**config.mk**
```make
export PLATFORM = sky130hd
export DESIGN_NAME = piecewise_linear_colormap_unit
export DESIGN_NICKNAME = d
export VERILOG_FILES = /design/src/rtl/plcm_pkg.sv /design/src/rtl/plcm_regs.sv /design/src/rtl/piecewise_linear_colormap_unit.sv
export VERILOG_INCLUDE_DIRS = /design/src /design/src/rtl
export SDC_FILE = /design/constraint.sdc
export NUM_CORES = 2
export LEC_CHECK = 0
export ABC_AREA = 1
export BUFFER_PORTS_ARGS = -buffer_cell sky130_fd_sc_hd__buf_2
export CORE_UTILIZATION = 60
export DETAILED_ROUTE_END_ITERATION = 7
export PLACE_DENSITY = 0.73
export SYNTH_ARGS = -nofsm -noshare
export SYNTH_HDL_FRONTEND = slang
export SYNTH_SLANG_ARGS = --single-unit
export TNS_END_PERCENT = 5
```
**constraint.sdc**
```tcl
create_clock -name clk -period 8.9 [get_ports clk]
set_input_delay 0.89 -clock clk [delete_from_list [all_inputs] [get_ports clk]]
set_output_delay 0.89 -clock clk [all_outputs]
set_load 0.01 [all_outputs]
```
**src/rtl/piecewise_linear_colormap_unit_macros.svh**
```systemverilog
// Assertion macros shared by the colour map RTL.
// Needs a clock named clk and an active-low reset named rst_n in the including scope.
`ifndef PIECEWISE_LINEAR_COLORMAP_UNIT_MACROS_SVH
`define PIECEWISE_LINEAR_COLORMAP_UNIT_MACROS_SVH

// The consequent must hold in the same cycle as the antecedent.
`define PLCM_ASSERT_NOW(label, ante, cons, msg) \
  label: assert property (@(posedge clk) disable iff (!rst_n) (ante) |-> (cons)) \
    else $error(msg);

// The consequent must hold in the cycle after the antecedent.
`define PLCM_ASSERT_NEXT(label, ante, cons, msg) \
  label: assert property (@(posedge clk) disable iff (!rst_n) (ante) |=> (cons)) \
    else $error(msg);

`endif

```
**src/rtl/plcm_pkg.sv**
```systemverilog
// Shared types and constants for the piecewise-linear colour map.
// No dependencies; used by plcm_regs and piecewise_linear_colormap_unit.
package plcm_pkg;

  localparam int NUM_COLORS           = 7;
  localparam int COUNT_BITS           = 3;
  localparam int COLOR_IDX_BITS       = 3;
  localparam int CFG_IDX_BITS         = 3;
  localparam int CFG_DATA_BITS        = 32;
  localparam int COLOR_BITS           = 32;
  localparam int PAL_CHAN_BITS        = 8;
  localparam int NUM_CHANNELS         = 4;
  localparam int SCALAR_BITS          = 18;
  localparam int FRAC_BITS            = 16;
  localparam int CHANNEL_BITS_DEFAULT = 8;

  localparam logic [CFG_IDX_BITS-1:0] CFG_COLOR_COUNT = 3'd0;
  localparam logic [CFG_IDX_BITS-1:0] CFG_COLOR_FIRST = 3'd1;

  typedef logic [COLOR_BITS-1:0] color_t;
  typedef color_t [NUM_COLORS-1:0] palette_t;

  typedef struct packed {
    logic [COUNT_BITS-1:0] count;
    palette_t              palette;
  } cfg_state_t;

  localparam logic [COUNT_BITS-1:0] COUNT_RESET = 3'd3;
  localparam palette_t PALETTE_RESET = {
    32'h0000_0000, 32'h0000_0000, 32'h0000_0000, 32'h0000_0000,
    32'hFF00_00FF, 32'hFFFF_FFFF, 32'h0000_FFFF
  };

endpackage

```
**src/rtl/plcm_regs.sv**
```systemverilog
// Configuration register file of the colour map: colour count and seven palette colours.
// Depends on plcm_pkg.
module plcm_regs (
  input  logic                                clk,
  input  logic                                rst_n,
  input  logic                                cfg_write_en,
  input  logic [plcm_pkg::CFG_IDX_BITS-1:0]   cfg_index,
  input  logic [plcm_pkg::CFG_DATA_BITS-1:0]  cfg_data,
  output plcm_pkg::cfg_state_t                cfg_state
);

  logic [plcm_pkg::COUNT_BITS-1:0] count_r;
  plcm_pkg::palette_t              palette_r;
  logic [plcm_pkg::CFG_IDX_BITS-1:0] color_sel;

  assign color_sel = cfg_index - plcm_pkg::CFG_COLOR_FIRST;

  always_ff @(posedge clk) begin
    if (!rst_n) begin
      count_r   <= plcm_pkg::COUNT_RESET;
      palette_r <= plcm_pkg::PALETTE_RESET;
    end else if (cfg_write_en) begin
      if (cfg_index == plcm_pkg::CFG_COLOR_COUNT) begin
        count_r <= cfg_data[plcm_pkg::COUNT_BITS-1:0];
      end else begin
        palette_r[color_sel] <= cfg_data[plcm_pkg::COLOR_BITS-1:0];
      end
    end
  end

  assign cfg_state.count   = count_r;
  assign cfg_state.palette = palette_r;

endmodule

```
**src/rtl/piecewise_linear_colormap_unit.sv**
```systemverilog
// Piecewise-linear colour map: one Q2.16 scalar in, one RGBA colour out per transaction.
// A new transaction is taken every cycle while in_stall is low, and its colour passes through
// the four register stages (classify and scale, palette select, channel multiply, blend and
// output), each of which holds one transaction; a stage refills as soon as the stage after it
// moves on, so a stall on the output only backs up the input once every stage is full.
// Depends on plcm_pkg, plcm_regs and piecewise_linear_colormap_unit_macros.svh.
`include "piecewise_linear_colormap_unit_macros.svh"

module piecewise_linear_colormap_unit #(
  parameter int CHANNEL_BITS = plcm_pkg::CHANNEL_BITS_DEFAULT
) (
  input  logic                                      clk,
  input  logic                                      rst_n,
  input  logic                                      cfg_write_en,
  input  logic [plcm_pkg::CFG_IDX_BITS-1:0]         cfg_index,
  input  logic [plcm_pkg::CFG_DATA_BITS-1:0]        cfg_data,
  input  logic                                      in_valid,
  output logic                                      in_stall,
  input  logic signed [plcm_pkg::SCALAR_BITS-1:0]   in_scalar,
  output logic                                      out_valid,
  input  logic                                      out_stall,
  output logic [CHANNEL_BITS-1:0]                   out_red,
  output logic [CHANNEL_BITS-1:0]                   out_green,
  output logic [CHANNEL_BITS-1:0]                   out_blue,
  output logic [CHANNEL_BITS-1:0]                   out_alpha
);

  localparam int FB        = plcm_pkg::FRAC_BITS;
  localparam int PB        = plcm_pkg::PAL_CHAN_BITS;
  localparam int NCH       = plcm_pkg::NUM_CHANNELS;
  localparam int CIB       = plcm_pkg::COLOR_IDX_BITS;
  localparam int CNB       = plcm_pkg::COUNT_BITS;
  localparam int MAG_BITS  = plcm_pkg::SCALAR_BITS - 1;
  localparam int RAMP_BITS = MAG_BITS + CHANNEL_BITS;
  localparam int POS_BITS  = FB + CIB;
  localparam int DIFF_BITS = PB + 1;
  localparam int PROD_BITS = DIFF_BITS + FB + 1;
  localparam logic [CHANNEL_BITS-1:0] FULL_SCALE = {CHANNEL_BITS{1'b1}};
  localparam logic [CIB-1:0] MAX_LERP_IDX = CIB'(plcm_pkg::NUM_COLORS - 2);

  typedef enum logic [1:0] {
    MODE_RAMP,
    MODE_FLAT,
    MODE_LERP
  } mode_t;

  typedef logic signed [DIFF_BITS-1:0] diff_t;
  typedef logic signed [PROD_BITS-1:0] prod_t;

  plcm_pkg::cfg_state_t cfg;

  plcm_regs u_regs (
    .clk          (clk),
    .rst_n        (rst_n),
    .cfg_write_en (cfg_write_en),
    .cfg_index    (cfg_index),
    .cfg_data     (cfg_data),
    .cfg_state    (cfg)
  );

  // Stage handshake.
  logic va_r, vb_r, vc_r, vd_r;
  logic rdy_a, rdy_b, rdy_c, rdy_d;

  assign rdy_d    = !vd_r || !out_stall;
  assign rdy_c    = !vc_r || rdy_d;
  assign rdy_b    = !vb_r || rdy_c;
  assign rdy_a    = !va_r || rdy_b;
  assign in_stall = !rdy_a;

  always_ff @(posedge clk) begin
    if (!rst_n) begin
      va_r <= 1'b0;
      vb_r <= 1'b0;
      vc_r <= 1'b0;
      vd_r <= 1'b0;
    end else begin
      if (rdy_a) begin
        va_r <= in_valid;
      end
      if (rdy_b) begin
        vb_r <= va_r;
      end
      if (rdy_c) begin
        vc_r <= vb_r;
      end
      if (rdy_d) begin
        vd_r <= vc_r;
      end
    end
  end

  // Stage A: classify the scalar and form the scaled products.
  logic                 t_pos, t_ge_one;
  logic [CNB-1:0]       cnt_m1;
  mode_t                mode_nxt;
  logic [CIB-1:0]       flat_idx_nxt;
  logic [POS_BITS-1:0]  pos_nxt;
  logic [RAMP_BITS-1:0] ramp_prod_nxt;
  logic [MAG_BITS-1:0]  ramp_mag;

  mode_t                mode_a_r;
  logic [CIB-1:0]       flat_idx_a_r;
  logic [POS_BITS-1:0]  pos_a_r;
  logic [RAMP_BITS-1:0] ramp_prod_a_r;

  assign t_pos    = !in_scalar[plcm_pkg::SCALAR_BITS-1] && (in_scalar != '0);
  assign t_ge_one = !in_scalar[plcm_pkg::SCALAR_BITS-1] && in_scalar[FB];
  assign cnt_m1   = cfg.count - CNB'(1);
  assign ramp_mag = t_pos ? in_scalar[MAG_BITS-1:0] : '0;

  always_comb begin
    flat_idx_nxt = '0;
    if (cfg.count == '0) begin
      mode_nxt = MODE_RAMP;
    end else if (cfg.count == CNB'(1) || !t_pos) begin
      mode_nxt = MODE_FLAT;
    end else if (t_ge_one) begin
      mode_nxt     = MODE_FLAT;
      flat_idx_nxt = CIB'(cnt_m1);
    end else begin
      mode_nxt = MODE_LERP;
    end
    pos_nxt       = POS_BITS'(in_scalar[FB-1:0]) * POS_BITS'(cnt_m1);
    ramp_prod_nxt = RAMP_BITS'(ramp_mag) * RAMP_BITS'(FULL_SCALE);
  end

  always_ff @(posedge clk) begin
    if (rdy_a && in_valid) begin
      mode_a_r      <= mode_nxt;
      flat_idx_a_r  <= flat_idx_nxt;
      pos_a_r       <= pos_nxt;
      ramp_prod_a_r <= ramp_prod_nxt;
    end
  end

  // Stage B: pick the two palette colours and form per-channel differences.
  logic [CIB-1:0]          idx_raw, idx_lim, idx_sel;
  plcm_pkg::color_t        left_col, right_col;
  logic [CHANNEL_BITS:0]   ramp_hi;
  logic [CHANNEL_BITS-1:0] ramp_nxt;
  logic [PB-1:0]           l_nxt [NCH];
  diff_t                   d_nxt [NCH];
  logic [FB-1:0]           frac_nxt;

  logic                    ramp_b_r;
  logic [CHANNEL_BITS-1:0] ramp_val_b_r;
  logic [PB-1:0]           l_b_r [NCH];
  diff_t                   d_b_r [NCH];
  logic [FB-1:0]           frac_b_r;

  assign idx_raw = pos_a_r[POS_BITS-1:FB];
  assign idx_lim = CIB'(cfg.count - CNB'(2));
  assign idx_sel = (idx_raw > idx_lim) ? idx_lim : idx_raw;
  assign ramp_hi = ramp_prod_a_r[FB+CHANNEL_BITS:FB];

  always_comb begin
    if (mode_a_r == MODE_LERP) begin
      left_col  = cfg.palette[idx_sel];
      right_col = cfg.palette[idx_sel + CIB'(1)];
      frac_nxt  = pos_a_r[FB-1:0];
    end else begin
      left_col  = cfg.palette[flat_idx_a_r];
      right_col = left_col;
      frac_nxt  = '0;
    end
    for (int c = 0; c < NCH; c++) begin
      l_nxt[c] = left_col[plcm_pkg::COLOR_BITS-1-PB*c -: PB];
      d_nxt[c] = $signed({1'b0, right_col[plcm_pkg::COLOR_BITS-1-PB*c -: PB]})
               - $signed({1'b0, l_nxt[c]});
    end
    ramp_nxt = (ramp_hi > (CHANNEL_BITS+1)'(FULL_SCALE)) ? FULL_SCALE
                                                        : ramp_hi[CHANNEL_BITS-1:0];
  end

  always_ff @(posedge clk) begin
    if (rdy_b && va_r) begin
      ramp_b_r     <= (mode_a_r == MODE_RAMP);
      ramp_val_b_r <= ramp_nxt;
      l_b_r        <= l_nxt;
      d_b_r        <= d_nxt;
      frac_b_r     <= frac_nxt;
    end
  end

  // Stage C: scale each channel difference by the fraction.
  logic                    ramp_c_r;
  logic [CHANNEL_BITS-1:0] ramp_val_c_r;
  logic [PB-1:0]           l_c_r [NCH];
  prod_t                   prod_c_r [NCH];

  always_ff @(posedge clk) begin
    if (rdy_c && vb_r) begin
      ramp_c_r     <= ramp_b_r;
      ramp_val_c_r <= ramp_val_b_r;
      l_c_r        <= l_b_r;
      for (int c = 0; c < NCH; c++) begin
        prod_c_r[c] <= PROD_BITS'(d_b_r[c]) * $signed({1'b0, frac_b_r});
      end
    end
  end

  // Stage D: blend and drive the output register.
  prod_t                   sum_w [NCH];
  logic [CHANNEL_BITS-1:0] chan_nxt [NCH];
  logic [CHANNEL_BITS-1:0] chan_d_r [NCH];

  always_comb begin
    for (int c = 0; c < NCH; c++) begin
      sum_w[c]    = $signed({2'b00, l_c_r[c], {FB{1'b0}}}) + prod_c_r[c];
      chan_nxt[c] = ramp_c_r ? ramp_val_c_r : CHANNEL_BITS'(sum_w[c][FB+PB-1:FB]);
    end
  end

  always_ff @(posedge clk) begin
    if (rdy_d && vc_r) begin
      chan_d_r <= chan_nxt;
    end
  end

  assign out_valid = vd_r;
  assign out_red   = chan_d_r[0];
  assign out_green = chan_d_r[1];
  assign out_blue  = chan_d_r[2];
  assign out_alpha = chan_d_r[3];

  `PLCM_ASSERT_NEXT(a_accept_fills_a, in_valid && !in_stall, va_r, "accepted transaction lost at stage A")
  `PLCM_ASSERT_NOW(a_stall_only_when_full, in_stall, va_r && vb_r && vc_r && vd_r, "input stalled with a free stage")
  `PLCM_ASSERT_NOW(a_lerp_index_range, va_r && mode_a_r == MODE_LERP, pos_a_r[POS_BITS-1:FB] <= MAX_LERP_IDX, "interpolation index out of range")
  `PLCM_ASSERT_NOW(a_blend_in_range, vc_r && !ramp_c_r, sum_w[0][PROD_BITS-1:FB+PB] == '0 && sum_w[1][PROD_BITS-1:FB+PB] == '0 && sum_w[2][PROD_BITS-1:FB+PB] == '0 && sum_w[3][PROD_BITS-1:FB+PB] == '0, "blend result outside channel range")

endmodule
```
==> Word level (Yosys, flattened, before mapping) <==
Memory sizes are Yosys's and may differ from the RTL's.
Index checks and enable logic that the tools add are counted.
{ "word_totals": {"ff_bits": 446, "latch_bits": 0, "ram_bits": 104, "romBits": 0, "input_bits": 58, "out_inout_bits": 34, "elab_cells": 117, "mem_count": 1} }
{ "op_classes": {"n_addsub": 12, "mul": 6, "div": 0, "magnitude_cmp": 7, "n_eq_ne": 2, "shift": 0, "muxes": 21, "n_bitwise": 2, "reduce_logical": 28} }
{ "memory_table": {"columns": ["memory", "depth", "word_bits", "rd", "rd_clocked_by_memory_dff", "write_ports", "line", "text"], "rows": [
  ["prod_c_r", 4, 26, 4, 0, 4, "piecewise_linear_colormap_unit.sv:190", "prod_t prod_c_r [NCH];"]
]} }
{ "ops": {"columns": ["operator", "n"], "rows": [
  ["binary-select mux 32 bit (select 3 bit)", 3],
  ["bitwise mux 224 bit", 1],
  ["two-way mux 32 bit", 6],
  ["multiplier 9 x 17 -> 26 bit", 4],
  ["adder 24 bit", 4],
  ["demux 32 bit (select 3 bit)", 1],
  ["subtractor 8 x 8 -> 9 bit", 4],
  ["two-way mux 8 bit", 4],
  ["multiplier 17 x 8 -> 25 bit, second input constant", 1],
  ["multiplier 16 x 3 -> 19 bit", 1],
  ["nonzero test 18 bit", 1],
  ["two-way mux 17 bit", 1],
  ["less-than comparator 3 x 4 -> 1 bit, second input constant", 4],
  ["greater-than comparator 9 x 8 -> 1 bit, second input constant", 1],
  ["logical NOT 1 bit", 8],
  ["logical AND 1 bit", 7],
  ["logical NOT 3 bit", 2],
  ["subtractor 3 x 1 -> 3 bit, second input constant", 2],
  ["logical OR 1 bit", 5],
  ["AND reduction 2 bit", 2],
  ["adder 3 x 1 -> 3 bit, second input constant", 1],
  ["== test 3 x 1 -> 1 bit, second input constant", 1],
  ["greater-or-equal comparator 3 x 1 -> 1 bit, second input constant", 1],
  ["greater-than comparator 3 bit", 1],
  ["other kinds (9)", 12]
]} }

==> Longest topological paths before layout <==
{ "depth": {"ltp_word": 8, "depth_mapped": 30, "ltp_nobuf": 30} }

==> Modules after synthesis <==
A second synthesis with hierarchy kept.
{ "hier_totals": {"cells_unflattened": 6788, "hier_area_um2": 48871.9} }
{ "modules_own_cells": {"columns": ["module", "instances", "cells_each", "area_per_inst_um2", "seq_area_each_um2"], "rows": [
  ["piecewise_linear_colormap_unit", 1, 5583, 40387.5, 7016.7],
  ["plcm_regs", 1, 1205, 8484.4, 4544.4]
]} }

==> Worst setup path after synthesis <==
No wires, ideal clock.
{ "synth_timing": {"path_kind": "input-to-reg", "from": "input out_stall", "to": "register d_b_r[0] (netlist bit) (enable)", "arrival_ns": 5.023, "t_required_ns": 8.353, "path_slack_ns": 3.329, "stages": 5, "cell_sequence": "nand2_1 > nor2_1 > inv_1 > nor2_1 > nor2_1"} }
{ "synth_via": {"elab_chain_cells": 5} }
{ "synth_lines": {"columns": ["element", "line", "text"], "rows": [
  ["from (decl)", "piecewise_linear_colormap_unit.sv:21", "input logic out_stall,"],
  ["logical NOT 1 bit", "piecewise_linear_colormap_unit.sv:65", "assign rdy_d = !vd_r || !out_stall;"],
  ["logical OR 1 bit", "piecewise_linear_colormap_unit.sv:65", null],
  ["logical OR 1 bit", "piecewise_linear_colormap_unit.sv:66", "assign rdy_c = !vc_r || rdy_d;"],
  ["logical OR 1 bit", "piecewise_linear_colormap_unit.sv:67", "assign rdy_b = !vb_r || rdy_c;"],
  ["logical AND 1 bit", "piecewise_linear_colormap_unit.sv:177", "if (rdy_b && va_r) begin"],
  ["to (signal assigned)", "piecewise_linear_colormap_unit.sv:181", "d_b_r <= d_nxt;"],
  ["to (decl)", "piecewise_linear_colormap_unit.sv:149", "diff_t d_b_r [NCH];"]
]} }
Every way passes these cells.
A chain may end at the register's enable or synchronous reset.

==> flow_summary.ini <==
[run_status]
status = finished clean

[sta]
maxSlewViolCount = 0
rsz0062_at_grt = no
setup_tns_ns = 0
max_freq_mhz = 166.6
skew_ns = 0.03306
period_share = 0.6745
min_period_ns = 6.003
setup_viol = 0
slew_headroom = 0.3046
tightest_slew_ns = 1.043
hold_viol = 0

[placement]
dp.cells = 7370
portBuffers = 91
routabilityCongestion = 0.9354
placed_area_sq_um = 49030
dp_hpwl_um = 101100

[clocking]
tritoncts = built
ctsResizeCount = 0
root_buffer = clkbuf_16
post_cts_buffers = 0
cts_max_level = 2
clock-sinks = 462
cts.clk_slew.worst_paths_ns = 0.06
worstSkewPairLatency_ns = 0.62
clock_path_buffers = 3
hold_buffers = 0
cts_made_buffers = 51

[finish]
mostFrequentLayoutCells = nand2_1, inv_1, fa_1
areaGrowthSynthToFinish_pct = 5.321
drive_gt1_frac = 0.04318
fin_cells = 7468
multi_input_area_sq_um = 30600
final_core_util = 0.6404
final_area_sq_um = 50670
nNetsFinal = 7268
layout_commonest_cell = nand2_1
seq_area_sq_um = 11560
fillers = 7152

[synth]
synth_edf_count = 231
syn_area_sq_um = 48110
ys_ff_latch = 462
syn_avg_cell_area_sq_um = 7.381
synth_cells = 6519
async_flop_share = 0
synthDistinctLibCells = 45
ys.flop_type = edfxtp_1
synth_warnings = 0
seq_area_frac_synth = 0.2403
syn_nets = 7414

[pwr]
leakage_nw = 26.16
ir_drop_uv = 249.2
p_total_mw = 15.49
power_density_nw_per_um2 = 305.6

[floorplan]
std_cell_rows = 103
die_h_um = 285.2
core_sq_um = 79130
start_util = 0.6080
pin_count = 92
die_w_um = 285.2
dieArea_sq_um = 81320

[worst_setup_path]
required_ns = 9.25
r2r_cells = 23
start_kind = register
timing.rr.end = d_b_r[35]
cp_common_cell = nand2_1
timing.rr.start = u_regs.count_r[1]
end_kind = register
slowest_stage = nor2_1
crit_chain = xor2_1 -> ha_1 -> a21oi_1 -> nand2_1 -> nand2_2 -> nand2_1 -> nand2_2 -> inv_2 -> ha_4 -> inv_1 -> nor2_1 -> nand2_1 -> nand2_1 -> nand2_1 -> nand3_1 -> nand2_1 -> ha_1 -> fa_1 -> o21ai_0 -> a21oi_1 -> o21bai_1 -> a21o_1 -> a21oi_1
arrival_ns = 6.35
reg2reg_slack_ns = 2.90
max_stage_delay_ns = 0.81
worstSetupPathType = register to register
worst-path-max-fanout = 62

[grt]
antenna_found_initial = 7
grt_max_degree = 99
overflow = 0
grt_usage = 0.3516
grt_pass1_wl_um = 225000
first_global_vias = 41450

[drt]
vias = 42840
wire_per_inst_um = 19.11
viasPerCell = 5.736
route.detailed.drc = 0
dr.pass1.iters = 6
drt_iter0_drc = 4364
ant_nets = 0
routed_wl_um = 142700

[flow_run]
maxCapViolations = 0

[min_path]
hold_depth = 0
whs_endpoint = l_c_r[12]
hp-start = l_b_r[12]
hold_path_class = register to register
kinds of logic (layout without fill, tap and decap cells):
family / Yosys count / in the layout / synth area share
and+or+nand+nor: 2545 / 2545 / 0.2135
AOI/OAI and AO/OA: 1007 / 1007 / 0.1121
buffers and inverters: 1583 / 1479 / 0.1257
adders and majority gates: 837 / 837 / 0.2929
xor gates and xnor gates: 85 / 85 / 0.01547
other: 0 / 3 / 0
DFF: 462 / 462 / 0.2403
routing by layer:
layer  global-route usage  part of all wire
met1               0.4662              0.40
met2               0.5652              0.45
met3              0.05784             0.095
met4               0.1608             0.051
met5                    0           0.00033
synthesized netlist by cell type, types with 60 or more instances:
cell type	number	area share
nand3_1	464	0.048
o21ai_0	460	0.048
edfxtp_1	231	0.14
inv_1	1220	0.095
a21oi_1	398	0.041
nand2_1	1645	0.13
dfxtp_1	231	0.096
nor2_1	370	0.029
clkbuf_1	280	0.022
fa_1	482	0.20
xor2_1	60	0.011
ha_1	355	0.092
state kept, by name, indices dropped and copies added (netlist names), 8 cells and up:
signal and flops:
d_b_r 36, frac_b_r 16, l_b_r 32, l_c_r 32, out_alpha 8, out_blue 8
out_green 8, out_red 8, pos_a_r 19, prod_c_r 32, ramp_prod_a_r 9, ramp_val_b_r 8
ramp_val_c_r 8, u_regs.cfg_state 224
area by class of cell:
class                           count  share of cell area
Multi-Input combinational cell   4474              0.6039
Sequential cell                   462              0.2281
Inverter                         1228             0.09096
Clock buffer                       71             0.02790
Tap cell                         1050             0.02593
Timing Repair Buffer              156             0.01867
Clock inverter                     24            0.004370
Antenna cell                        3           0.0001481
where the power goes:
| group | internal, mW | switching [mW] | total (mW) |
|---|---|---|---|
| clock | 1.20 | 0.912 | 2.11 |
| combinational | 3.78 | 6.64 | 10.4 |
| sequential | 2.69 | 0.259 | 2.95 |
worst max-delay path by stage:
stage | start | end | slack (ns) | cells past startpoint
global placement | in_scalar[0] | ramp_prod_a_r[20] | 3.01 | 28
CTS | u_regs.count_r[1] | d_b_r[35] | 3.01 | 23
detailed placement | in_scalar[5] | ramp_prod_a_r[19] | 2.94 | 27
global route | u_regs.count_r[1] | d_b_r[35] | 2.46 | 23
finish | u_regs.count_r[1] | d_b_r[35] | 2.90 | 23
floorplan | out_stall | d_b_r[0] | 3.33 | 5
worst max-delay path: cells and delay by family (launching register included):
kind                     cells  cell delay (ns)
AND/OR/NAND/NOR             10             2.07
adder cells (fa/ha/maj)      4             1.72
AO/OA/AOI/OAI                6             0.96
flip-flops                   1             0.38
buffers and inverters        2             0.37
XOR/XNOR                     1             0.20
through the flow:
step,setup WS (ns),hold slack (ns)
floorplan,3.329,0.4003
global placement,3.009,0.4003
detailed placement,2.938,0.4045
CTS,3.007,0.4160
global route,2.463,0.4182
finish,2.897,0.4156
Power figures use the tool's default switching activity.
